`config.mk`:
```
export PLATFORM = sky130hd
export DESIGN_NAME = bbcs_regs
export DESIGN_NICKNAME = d
export VERILOG_FILES = /design/src/binary_blob_corner_scanner_defines.svh /design/src/bbcs_pkg.sv /design/src/bbcs_regs.sv
export SDC_FILE = /design/constraint.sdc
export NUM_CORES = 1
export LEC_CHECK = 0
export ABC_AREA = 1
export BUFFER_PORTS_ARGS = -buffer_cell sky130_fd_sc_hd__buf_2
export CAP_MARGIN = 25
export CORE_MARGIN = 8
export CORE_UTILIZATION = 36
export CTS_CLUSTER_DIAMETER = 50
export DETAILED_ROUTE_END_ITERATION = 6
export HOLD_SLACK_MARGIN = 0.03
export PLACE_DENSITY_LB_ADDON = 0.12
export SYNTH_ARGS = -nofsm -noshare
export SYNTH_HDL_FRONTEND = slang
export SYNTH_SLANG_ARGS = --single-unit
```
`constraint.sdc`:
```
create_clock -name clk -period 0.85 [get_ports clk]
set_clock_uncertainty 0.15 [all_clocks]
set_input_delay 0 -clock clk [delete_from_list [all_inputs] [get_ports clk]]
set_output_delay 0 -clock clk [all_outputs]
set_load 0.02 [all_outputs]
```
`src/binary_blob_corner_scanner_defines.svh`:
```
// ---------------------------------------------------------------------------
// Binary blob corner scanner assertion macros
// Shared helpers for the concurrent checks in the scanner modules. They
// expect signals named clk and rst in the scope where they are used.
// ---------------------------------------------------------------------------
`ifndef BINARY_BLOB_CORNER_SCANNER_DEFINES_SVH
`define BINARY_BLOB_CORNER_SCANNER_DEFINES_SVH

// Same-cycle implication, checked outside reset.
`define BBCS_ASSERT_NOW(label, ante, cons) \
  label: assert property (@(posedge clk) disable iff (rst) (ante) |-> (cons)) \
    else $error("bbcs check failed");

// Next-cycle implication, checked outside reset.
`define BBCS_ASSERT_NEXT(label, ante, cons) \
  label: assert property (@(posedge clk) disable iff (rst) (ante) |=> (cons)) \
    else $error("bbcs check failed");

`endif

```
`src/bbcs_pkg.sv`:
```
// ---------------------------------------------------------------------------
// Binary blob corner scanner package
// Pixel classes, field widths, register indexes and the shared stage record.
// ---------------------------------------------------------------------------
package bbcs_pkg;

  localparam int PIX_W = 8;
  localparam int POS_W = 11;
  localparam int CFG_W = 12;
  localparam int APB_AW = 3;
  localparam int APB_DW = 32;

  localparam logic [PIX_W-1:0] PIX_BRIGHT = 8'hFF;
  localparam logic [PIX_W-1:0] PIX_DARK   = 8'h00;

  localparam logic [1:0] CLS_DARK   = 2'd0;
  localparam logic [1:0] CLS_BRIGHT = 2'd1;
  localparam logic [1:0] CLS_OTHER  = 2'd2;

  localparam logic CFG_IDX_WIDTH  = 1'b0;
  localparam logic CFG_IDX_HEIGHT = 1'b1;

  localparam logic [CFG_W-1:0] WIDTH_RESET  = 12'd640;
  localparam logic [CFG_W-1:0] HEIGHT_RESET = 12'd480;

  // Record handed from the line buffer stage to the detector.
  typedef struct packed {
    logic [1:0] cls;
    logic [1:0] stored;
    logic       first_row;
    logic       first_col;
    logic       last_pix;
  } pix_info_t;

  function automatic logic [1:0] classify(input logic [PIX_W-1:0] p);
    logic [1:0] c;
    if (p == PIX_BRIGHT) c = CLS_BRIGHT;
    else if (p == PIX_DARK) c = CLS_DARK;
    else c = CLS_OTHER;
    return c;
  endfunction

endpackage

```
`src/bbcs_regs.sv`:
```
// ---------------------------------------------------------------------------
// Configuration registers
// APB-style frame width and height registers.
// ---------------------------------------------------------------------------
module bbcs_regs import bbcs_pkg::*; (
  input  logic              clk,
  input  logic              rst,
  input  logic              psel,
  input  logic              penable,
  input  logic              pwrite,
  input  logic [APB_AW-1:0] paddr,
  input  logic [APB_DW-1:0] pwdata,
  output logic [APB_DW-1:0] prdata,
  output logic              pready,
  output logic [CFG_W-1:0]  frame_width,
  output logic [CFG_W-1:0]  frame_height
);

  logic wr_en;

  assign pready = 1'b1;
  assign wr_en  = psel && penable && pwrite;

  always_ff @(posedge clk) begin
    if (rst) begin
      frame_width  <= WIDTH_RESET;
      frame_height <= HEIGHT_RESET;
    end else if (wr_en) begin
      if (paddr[2] == CFG_IDX_HEIGHT) begin
        frame_height <= pwdata[CFG_W-1:0];
      end else begin
        frame_width <= pwdata[CFG_W-1:0];
      end
    end
  end

  always_comb begin
    if (paddr[2] == CFG_IDX_HEIGHT) begin
      prdata = APB_DW'(frame_height);
    end else begin
      prdata = APB_DW'(frame_width);
    end
  end

endmodule

```
==> results.sh <==
export IMPL_grt_max_degree=25
export IMPL_p_leak_nw=1.14
export IMPL_yosysTopAreaCell="dfxtp_1"
export IMPL_final_area_um2=2170
export IMPL_antennaDiodeCount=0
export IMPL_yosysMostFrequentCell="nand2_1"
export IMPL_yosys_register_bits=24
export IMPL_synth_edff_count=0
export IMPL_cap_violations=0
export IMPL_async_reset_ff_frac=0
export IMPL_core_rowCount=21
export IMPL_placed_cells=306
export IMPL_hold_start="rst"
export IMPL_hold_viol=24
export IMPL_clk_root_buffer_cell="clkbuf_4"
export IMPL_wl_met3_um=262
export IMPL_rrSetupSlack_ps=-10
export IMPL_cts_tree="yes"
export IMPL_via_count=1435
export IMPL_synth_top_cells_by_area="dfxtp_1, nand2_1, buf_4, nor2_1, nand3_1"
export IMPL_startpoint="frame_width[0]"
export IMPL_dieHeight_um=75.6
export IMPL_drt_antenna_violating_nets=0
export IMPL_status="finished, violations left"
export IMPL_stdcell_count=336
export IMPL_globalRoute_totalOverflow=0
export IMPL_drive_gt1_frac=0.410
export IMPL_reg2reg_from="frame_width[4]"
export IMPL_ys_flop_type="dfxtp_1"
export IMPL_holdWs_ps=-80.6
export IMPL_violations="negative hold slack, negative setup slack"
export IMPL_synth_seq_area_share=0.375
export IMPL_critPathArrivalTime_ps=930
export IMPL_cts_buffers=3
export IMPL_dp_hpwl_mm=2.75
export IMPL_fillers=347
export IMPL_cts_buffer_depth=2
export IMPL_die_w_um=75.6
export IMPL_setup_violations=37
export IMPL_start_util=0.378
export IMPL_end_kind="output port"
export IMPL_clock_latency_ps=310
export IMPL_rsz0062_at_grt="yes"
export IMPL_fin_crit_sh=1.27
export IMPL_place_area_um2=1590
export IMPL_min_period_ps=1080
export IMPL_peakVddDrop_uv=506
export IMPL_wire_per_inst_um=12.1
export IMPL_p_per_area_nw_per_um2=1170
export IMPL_viasPerCell=4.27
export IMPL_min_path_cells=4
export IMPL_crit_type="reg2out"
export IMPL_clk_pin_slew_worst_paths_ps=130
export IMPL_synth_area_um2=1280
export IMPL_timing_rr_end="frame_width[4]"
export IMPL_cp_start_kind="flop"
export IMPL_grt_pass1_wl_mm=5.80
export IMPL_netlist_instances=204
export IMPL_cp_max_fo=3
export IMPL_wl_met1_mm=1.74
export IMPL_wl_met2_mm=2.02
export IMPL_gp_congestion=0.773
export IMPL_antenna_found_initial=0
export IMPL_top_layer="met4"
export IMPL_ys_warn_count=0
export IMPL_clkSinkCount=24
export IMPL_grt_pass1_vias=1240
export IMPL_area_delta_synth_final_pct=69.2
export IMPL_grt_use_total=0.132
export IMPL_cts_hold_buf=12
export IMPL_synthTopCellsByCount="nand2_1, nor2_1, nand3_1"
export IMPL_reg2reg_depth=3
export IMPL_io_pins=97
export IMPL_min_path_type="in2reg"
export IMPL_fmax_mhz=923
export IMPL_core_area_um2=3390
export IMPL_fin_ws_ps=-233
export IMPL_drc_errors=0
export IMPL_place_ws_ps=-133
export IMPL_synth_top_area_frac=0.375
export IMPL_power_mw=2.54
export IMPL_first_pass_iters=4
export IMPL_portBuffers=53
export IMPL_wirelength_mm=4.06
export IMPL_fp_dieArea_um2=5720
export IMPL_report_final_slew_viol_count=0
export IMPL_drt_iter0_markers=89
export IMPL_final_nets=331
export IMPL_critPathRequiredTime_ps=700
export IMPL_ys_types=12
export IMPL_hold_end="frame_height[7]"
export IMPL_htree_levels=1
export IMPL_syn_avg_cell_area_um2=6.27
[what timing repair did]
item	CTS	global route
setup buffers	3	11
pin swaps	10	10
endpoints found under the setup margin	36	39
resized for setup	89	24
hold endpoints to repair	24	24
[per-stage QoR]
step                 util  hold slack [ps]  TNS (ps)
detailed placement  0.470             82.8     -2340
finish              0.639            -80.6     -6250
CTS                 0.590            -81.1     -5620
floorplan               -            -23.9         0
global placement    0.470             83.3     -1980
global route        0.639            -68.8     -8030
[state kept, by name, summed over array words and instances (netlist names)]
name / flops
frame_width: 12
frame_height: 12
[routing by layer]
metal / vias to the layer above / global-route usage
li1: 747 / -
met1: 634 / 0.159
met2: 52 / 0.220
met3: 2 / 0.0303
met4: 0 / 0.0576
met5: - / 0
[worst max-delay path, cell delays in order (launching register included)]
cell and delay [ps]:
dfxtp_2 380, nand2_1 50, nand2_1 80, buf_6 120
[cells in the final DEF, fill, tap and decap left out]
| cell type | instances |
|---|---|
| nand2_1 | 65 |
| buf_6 | 45 |
| nor2_1 | 38 |
| nand3_1 | 23 |
| dfxtp_2 | 23 |
| conb_1 | 21 |
| buf_4 | 19 |
| buf_2 | 17 |
| inv_1 | 12 |
| dlygate4sd3_1 | 12 |
| nand2_2 | 4 |
| clkbuf_4 | 3 |
| inv_2 | 2 |
| nand3_2 | 2 |
| nor2_2 | 1 |
| clkbuf_8 | 1 |
| dfxtp_4 | 1 |
| buf_12 | 1 |
[how the worst max path moves through the flow]
stage	to	slack, ps
after floorplan	prdata[0]	20
after global placement	frame_width[4]	-110
after detailed placement	frame_width[4]	-130
after CTS	prdata[9]	-230
after global routing	prdata[3]	-290
final	prdata[0]	-230
[layout make-up]
class                   instances  area, µm²  area share
flip-flops and latches         24        513       0.237
multi-input cells             154        632       0.292
well taps                      46       57.6      0.0266
repair buffers                 94        875       0.404
inverters                      14       52.6      0.0243
clock buffers                   4       36.3      0.0168
[cells by family (layout without fill, tap and decap cells)]
family,count (synthesis),after routing,share of synthesized area
AND/OR/NAND/NOR,133,133,0.416
buffers and inverters,45,112,0.202
flip-flops,24,24,0.375
other,2,21,0.00587
[where the power goes]
group          total, mW  internal, mW  switching, mW
sequential          1.21          1.17         0.0359
combinational      0.729         0.329          0.400
clock              0.605         0.261          0.343
Note: power is estimated with default switching activity, not from simulation.
