<file path="src/binary_blob_corner_scanner_defines.svh">
// ---------------------------------------------------------------------------
// Binary blob corner scanner assertion macros
// Shared helpers for the concurrent checks in the scanner modules. They
// expect signals named clk and rst in the scope where they are used.
// ---------------------------------------------------------------------------
`ifndef BINARY_BLOB_CORNER_SCANNER_DEFINES_SVH
`define BINARY_BLOB_CORNER_SCANNER_DEFINES_SVH

// Same-cycle implication, checked outside reset.
`define BBCS_ASSERT_NOW(label, ante, cons) \
  label: assert property (@(posedge clk) disable iff (rst) (ante) |-> (cons)) \
    else $error("bbcs check failed");

// Next-cycle implication, checked outside reset.
`define BBCS_ASSERT_NEXT(label, ante, cons) \
  label: assert property (@(posedge clk) disable iff (rst) (ante) |=> (cons)) \
    else $error("bbcs check failed");

`endif

</file>
<file path="src/bbcs_pkg.sv">
// ---------------------------------------------------------------------------
// Binary blob corner scanner package
// Pixel classes, field widths, register indexes and the shared stage record.
// ---------------------------------------------------------------------------
package bbcs_pkg;

  localparam int PIX_W = 8;
  localparam int POS_W = 11;
  localparam int CFG_W = 12;
  localparam int APB_AW = 3;
  localparam int APB_DW = 32;

  localparam logic [PIX_W-1:0] PIX_BRIGHT = 8'hFF;
  localparam logic [PIX_W-1:0] PIX_DARK   = 8'h00;

  localparam logic [1:0] CLS_DARK   = 2'd0;
  localparam logic [1:0] CLS_BRIGHT = 2'd1;
  localparam logic [1:0] CLS_OTHER  = 2'd2;

  localparam logic CFG_IDX_WIDTH  = 1'b0;
  localparam logic CFG_IDX_HEIGHT = 1'b1;

  localparam logic [CFG_W-1:0] WIDTH_RESET  = 12'd640;
  localparam logic [CFG_W-1:0] HEIGHT_RESET = 12'd480;

  // Record handed from the line buffer stage to the detector.
  typedef struct packed {
    logic [1:0] cls;
    logic [1:0] stored;
    logic       first_row;
    logic       first_col;
    logic       last_pix;
  } pix_info_t;

  function automatic logic [1:0] classify(input logic [PIX_W-1:0] p);
    logic [1:0] c;
    if (p == PIX_BRIGHT) c = CLS_BRIGHT;
    else if (p == PIX_DARK) c = CLS_DARK;
    else c = CLS_OTHER;
    return c;
  endfunction

endpackage

</file>
<file path="src/bbcs_res_if.sv">
// ---------------------------------------------------------------------------
// Result channel
// Valid/ready channel carrying one corner report per beat.
// ---------------------------------------------------------------------------
interface bbcs_res_if import bbcs_pkg::*; ();
  logic             valid;
  logic             ready;
  logic [POS_W-1:0] left_x;
  logic [POS_W-1:0] top_y;
  logic [POS_W-1:0] right_x;
  logic [POS_W-1:0] bottom_y;
  logic             first_found;
  logic             last_found;

  modport source(output valid, output left_x, output top_y, output right_x,
                 output bottom_y, output first_found, output last_found,
                 input ready);
  modport sink(input valid, input left_x, input top_y, input right_x,
               input bottom_y, input first_found, input last_found,
               output ready);
endinterface

</file>
<file path="src/bbcs_detect.sv">
// ---------------------------------------------------------------------------
// Corner detector
// Tests the 2x2 neighborhood of each pixel, tracks the opening corner and
// issues the single report of a frame into the result register.
// ---------------------------------------------------------------------------
`include "binary_blob_corner_scanner_defines.svh"

module bbcs_detect import bbcs_pkg::*; #(
  parameter int MAX_WIDTH  = 2048,
  parameter int MAX_HEIGHT = 2048,
  localparam int XW = $clog2(MAX_WIDTH),
  localparam int YW = $clog2(MAX_HEIGHT)
) (
  input  logic          clk,
  input  logic          rst,
  input  logic          s1_valid,
  output logic          s1_take,
  input  pix_info_t     s1_info,
  input  logic [XW-1:0] s1_col,
  input  logic [YW-1:0] s1_row,
  bbcs_res_if.source    res
);

  logic          opening_seen;
  logic          frame_reported;
  logic [XW-1:0] opening_col;
  logic [YW-1:0] opening_row;
  logic [1:0]    left_class;
  logic [1:0]    upper_left_class;
  logic [1:0]    up;
  logic [1:0]    left;
  logic [1:0]    ul;
  logic          open_hit;
  logic          close_hit;
  logic          emit;
  logic          emit_close;

  assign s1_take = s1_valid && (!res.valid || res.ready);

  // Neighbors outside the frame count as dark.
  assign up   = s1_info.first_row ? CLS_DARK : s1_info.stored;
  assign left = s1_info.first_col ? CLS_DARK : left_class;
  assign ul   = (s1_info.first_row || s1_info.first_col) ? CLS_DARK : upper_left_class;

  assign open_hit = !frame_reported && !opening_seen && s1_info.cls == CLS_BRIGHT &&
                    up == CLS_DARK && left == CLS_DARK && ul == CLS_DARK;
  assign close_hit = !frame_reported && opening_seen && s1_info.cls == CLS_DARK &&
                     up == CLS_BRIGHT && left == CLS_BRIGHT && ul == CLS_BRIGHT;
  assign emit_close = close_hit;
  assign emit = close_hit || (!frame_reported && s1_info.last_pix);

  always_ff @(posedge clk) begin
    if (rst) begin
      opening_seen     <= 1'b0;
      frame_reported   <= 1'b0;
      opening_col      <= '0;
      opening_row      <= '0;
      left_class       <= CLS_DARK;
      upper_left_class <= CLS_DARK;
    end else if (s1_take) begin
      if (s1_info.last_pix) begin
        opening_seen     <= 1'b0;
        frame_reported   <= 1'b0;
        opening_col      <= '0;
        opening_row      <= '0;
        left_class       <= CLS_DARK;
        upper_left_class <= CLS_DARK;
      end else begin
        left_class       <= s1_info.cls;
        upper_left_class <= up;
        if (open_hit) begin
          opening_seen <= 1'b1;
          opening_col  <= s1_col;
          opening_row  <= s1_row;
        end
        if (emit) begin
          frame_reported <= 1'b1;
        end
      end
    end
  end

  always_ff @(posedge clk) begin
    if (rst) begin
      res.valid <= 1'b0;
    end else if (s1_take && emit) begin
      res.valid <= 1'b1;
    end else if (res.ready) begin
      res.valid <= 1'b0;
    end
  end

  // A corner found on the frame's last pixel is reported at once.
  always_ff @(posedge clk) begin
    if (s1_take && emit) begin
      if (open_hit) begin
        res.left_x      <= POS_W'(s1_col);
        res.top_y       <= POS_W'(s1_row);
        res.first_found <= 1'b1;
      end else begin
        res.left_x      <= opening_seen ? POS_W'(opening_col) : '0;
        res.top_y       <= opening_seen ? POS_W'(opening_row) : '0;
        res.first_found <= opening_seen;
      end
      res.right_x    <= emit_close ? POS_W'(s1_col) : '0;
      res.bottom_y   <= emit_close ? POS_W'(s1_row) : '0;
      res.last_found <= emit_close;
    end
  end

  `BBCS_ASSERT_NEXT(a_one_report, s1_take && emit && !s1_info.last_pix, frame_reported)
  `BBCS_ASSERT_NEXT(a_frame_clear, s1_take && s1_info.last_pix, !frame_reported && !opening_seen)
  `BBCS_ASSERT_NOW(a_no_open_zero, res.valid && !res.first_found, res.left_x == '0 && res.top_y == '0 && !res.last_found)

endmodule

</file>
<file path="src/flat_wrapper.sv">
// flat-port wrapper written by rule: the top's interface ports become plain ports
module bbcs_detect_flat import bbcs_pkg::*;
#(
  parameter int MAX_WIDTH  = 2048,
  parameter int MAX_HEIGHT = 2048,
  localparam int XW = $clog2(MAX_WIDTH),
  localparam int YW = $clog2(MAX_HEIGHT)
)
  (clk, rst, s1_valid, s1_take, s1_info, s1_col, s1_row, res_valid, res_left_x, res_top_y, res_right_x, res_bottom_y, res_first_found, res_last_found, res_ready);
  bbcs_res_if res_i ();
  input  logic clk;
  input  logic rst;
  input  logic s1_valid;
  output logic s1_take;
  input  pix_info_t s1_info;
  input  logic [XW-1:0] s1_col;
  input  logic [YW-1:0] s1_row;
  output wire logic [$bits(res_i.valid)-1:0] res_valid;
  output wire logic [$bits(res_i.left_x)-1:0] res_left_x;
  output wire logic [$bits(res_i.top_y)-1:0] res_top_y;
  output wire logic [$bits(res_i.right_x)-1:0] res_right_x;
  output wire logic [$bits(res_i.bottom_y)-1:0] res_bottom_y;
  output wire logic [$bits(res_i.first_found)-1:0] res_first_found;
  output wire logic [$bits(res_i.last_found)-1:0] res_last_found;
  input wire logic [$bits(res_i.ready)-1:0] res_ready;
  assign res_valid = res_i.valid;
  assign res_left_x = res_i.left_x;
  assign res_top_y = res_i.top_y;
  assign res_right_x = res_i.right_x;
  assign res_bottom_y = res_i.bottom_y;
  assign res_first_found = res_i.first_found;
  assign res_last_found = res_i.last_found;
  assign res_i.ready = res_ready;
  bbcs_detect #(.MAX_WIDTH(MAX_WIDTH), .MAX_HEIGHT(MAX_HEIGHT)) u_core (.clk(clk), .rst(rst), .s1_valid(s1_valid), .s1_take(s1_take), .s1_info(s1_info), .s1_col(s1_col), .s1_row(s1_row), .res(res_i));
endmodule
</file>
<file path="config.mk">
export PLATFORM = sky130hd
export DESIGN_NAME = bbcs_detect_flat
export DESIGN_NICKNAME = d
export VERILOG_FILES = /design/src/bbcs_pkg.sv /design/src/bbcs_res_if.sv /design/src/bbcs_detect.sv /design/src/flat_wrapper.sv
export VERILOG_INCLUDE_DIRS = /design/src /design/src/src
export SDC_FILE = /design/constraint.sdc
export NUM_CORES = 1
export LEC_CHECK = 0
export ABC_AREA = 1
export BUFFER_PORTS_ARGS = -buffer_cell sky130_fd_sc_hd__buf_2
export CAP_MARGIN = 20
export CORE_ASPECT_RATIO = 0.5
export CORE_MARGIN = 4
export CORE_UTILIZATION = 55
export CTS_BUF_LIST = sky130_fd_sc_hd__clkbuf_8
export DETAILED_ROUTE_END_ITERATION = 7
export PLACE_DENSITY = 0.88
export SETUP_SLACK_MARGIN = 0.5
export SYNTH_ARGS = -nofsm -noshare
export SYNTH_HDL_FRONTEND = slang
export SYNTH_SLANG_ARGS = --single-unit
</file>
<file path="constraint.sdc">
create_clock -name clk -period 2.9 [get_ports clk]
set_input_delay 0.29 -clock clk [delete_from_list [all_inputs] [get_ports clk]]
set_output_delay 0.29 -clock clk [all_outputs]
set_load 0.01 [all_outputs]
</file>
==> summary.md <==
| Metric | Value |
|---|---|
| Biggest area consumer among synthesized cells | edfxtp_1 |
| Clock Power Share | 40.0% |
| Total iterations of the first detailed-routing run | 7 |
| Final wirelength | 7320 µm |
| Top cell by count, worst path | nand2_1 |
| Critical Path Fanout Max | 46 |
| Io pins | 81 |
| Outcome | complete, no violations |
| # Post-CTS Setup Buffers | 0 |
| Die Area | 7350 µm² |
| Die Wd | 117 µm |
| Yosys cell types | 25 |
| Setup TNS | 0 ns |
| Sw frac | 23.9% |
| CTS buffer count | 9 |
| Clock buffer depth | 2 |
| Die Height | 62.6 µm |
| Mapped Cells | 315 |
| Worst R2R End | u_core.res.right_x[1] |
| DR DRC count | 0 |
| Core Area | 5630 µm² |
| Internal cell power | 1.74 mW |
| Seq pwr share | 51.4% |
| WL/cell | 15.5 µm |
| Antenna Cells | 0 |
| Vias in the first global route | 2634 |
| Layout fillers | 426 |
| Arr. time, crit path | 1.91 ns |
| R2R Setup Slk | 0.98 ns |
| Final hold vios | 0 |
| CTS root buffer | clkbuf_8 |
| Pleak | 1.58 nW |
| Critical path capture point type | register |
| Max_slew headroom | 61.8% |
| Worst-path clk slew | 0.08 ns |
| GRT Total Usage | 21.3% |
| Post-Syn Nets | 348 |
| Largest cells by area after synthesis | edfxtp_1 (42%), dfxtp_1 (18%), nor3_2 (5.8%) |
| Multi-input gate area | 1050 µm² |
| CTS Hold Bufs | 0 |
| Final-stage net count | 426 |
| Mean Syn Cell Area | 10.4 µm² |
| Antenna Violating Nets Remaining | 0 |
| Max stage delay on crit path | 0.47 ns |
| Worst hold path depth | 3 |
| Crit start category | register |
| Sw Pwr | 0.547 mW |
| Final setup skew | 0.00648 ns |
| P&R area growth vs syn | 19.8% |
| Initial DRC count | 233 |
| Maxcap violations | 0 |
| Actual slew at the worst max-slew pin | 0.571 ns |
| Yosys reg bits | 75 |
| Grt ovf | 0 |
| Combinational fraction of design power | 8.7% |
| Via density per instance | 5.54 |
| Crit-path cells | nand2_1 -> nand2_1 -> inv_1 -> nand4_1 -> nand2_2 -> buf_4 |
| Setup violations, final | 0 |
| First-pass GRT wire length | 12300 µm |
| Starting Density | 58.3% |
| Min-Delay Path Class | in -> reg |
| Vias | 2610 |
| Total power | 2.29 mW |
| Final worst path period share | 66.3% |
| IO Port Bufs | 80 |
| Post-synth top area share | 42.1% |
| Storage cell area | 1960 µm² |
| Placer congestion estimate | 0.843 |
| WS Path Type | reg -> reg |
| FF-to-FF path depth | 6 |
| Worst Path Required | 2.88 ns |
| CTS tree | yes |
| Worst vdd ir | 0.314 mV |
| PostCTS Resize Cnt | 0 |
| Post-synthesis sequential area ratio | 59.7% |
| RSZ-0062 raised after global routing | no |
| Row count | 19 |
| HP Start | s1_col[5] |
| Initial antenna violation count | 0 |
| Worst-Skew Late Latency | 0.35 ns |
| Fin crit period | 1.92 ns |
| Clock sink count | 75 |
| H-Tree Depth | 3 |
| Ys Warns | 0 |
| FF-to-FF Start | u_core.res.valid |
| HPWL Detailed | 4930 µm |
| Pin count of the biggest net entering global routing | 47 |
| Syn Std Cell Area | 3280 µm² |
| Slew Limit Fails | 0 |
| Pwr Density | 582 nW/µm² |
| Maximum clock rate | 520 MHz |
| Layout cells sized above 1 | 35.4% |
| Max stage delay cell, worst path | buf_4 |
| Hold endpoint | u_core.opening_col[5] |
-- sequential cells by signal, summed over array words and instances (netlist names) --
name	flops
u_core.res.top_y	11
u_core.frame_reported	1
u_core.res.bottom_y	11
u_core.upper_left_class	2
u_core.res.last_found	1
u_core.opening_row	11
u_core.res.valid	1
u_core.res.right_x	11
u_core.opening_col	11
u_core.res.left_x	11
u_core.left_class	2
u_core.opening_seen	1
u_core.res.first_found	1
-- worst max-delay path: cells and delay by family, from the launching register on --
family                 cells  cell delay, ns
buffers and inverters      2            0.75
DFF                        1            0.32
and+or+nand+nor            4            0.47
-- metal layers --
layer	global-route usage (%)	vias up	share of wire [%]
li1	-	1262	-
met1	26.9	1186	40
met2	34.1	139	48
met3	5.61	23	9.7
met4	9.73	0	2.3
met5	0	-	0
-- how the worst max path moves through the flow --
stage	end	from
final	u_core.res.right_x[1]	u_core.res.valid
after global routing	u_core.res.right_x[1]	u_core.res.valid
after CTS	u_core.res.right_x[1]	u_core.res.valid
after detailed placement	u_core.res.right_x[4]	res_ready
after global placement	u_core.res.left_x[6]	res_ready
after floorplan	u_core.res.bottom_y[0]	u_core.res.valid
-- power groups by stage --
stage	combinational (mW)	clock, mW	sequential, mW
6_report	0.199	0.914	1.18
5_1_grt	0.219	1.00	1.18
4_1_cts	0.198	0.927	1.18
3_5_place_dp	0.197	0	1.20
3_3_place_gp	0.189	0	1.20
2_1_floorplan	0.107	0	1.21
-- cell usage in the layout, fill, tap and decap left out, drive strengths merged, types with 10 or more instances in the layout --
cell and n:
nor3 22, edfxtp 46, o21ai 24, inv 38
a21oi 23, nand2 38, clkbuf 10, dfxtp 29
nand4 25, nor2 16, nand3 27, buf 88
-- cells by family (layout without fill, tap and decap cells) --
logic type	after synthesis	count (layout)	share of synthesized area (%)
buffers and inverters	57	140	8.27
and+or+nand+nor	131	131	22.4
AOI/OAI and AO/OA	52	52	9.56
DFF	75	75	59.7
-- Yosys cell counts --
master    number
nor3b_1        1
dfxtp_1       29
nor2_2         2
o21ai_0        5
clkbuf_1       4
inv_1         35
nor2_1        14
nand3b_1       1
buf_6          5
a21oi_1       23
o21ai_1        8
nor3_2        19
nand3_1       27
o21bai_1       1
o21ai_2       11
nor3_1         3
a211oi_1       4
edfxtp_1      46
buf_2         10
nor4_2         1
nand2_2        2
buf_4          2
nand4_1       25
inv_2          1
nand2_1       36
-- final cells by class --
class,instances,area share (%)
Sequential cell,75,49.9
Multi-Input combinational cell,183,26.8
Timing Repair Buffer,88,11.7
Clock buffer,10,3.50
Inverter,36,3.43
Clock inverter,6,2.42
Tap cell,73,2.32
-- per-stage QoR --
stage | hold slack, ns | util (%) | area (µm²) | cells | setup slack [ns]
CTS | 0.225 | 69.8 | 3940 | 471 | 0.987
floorplan | 0.359 | - | 3280 | 315 | 0.639
finish | 0.237 | 69.8 | 3940 | 471 | 0.976
global route | 0.228 | 69.8 | 3940 | 471 | 0.803
global placement | 0.469 | 65.7 | 3700 | 455 | 0.993
detailed placement | 0.472 | 65.7 | 3700 | 455 | 0.903
No activity file was read; power rests on OpenSTA's default activity.
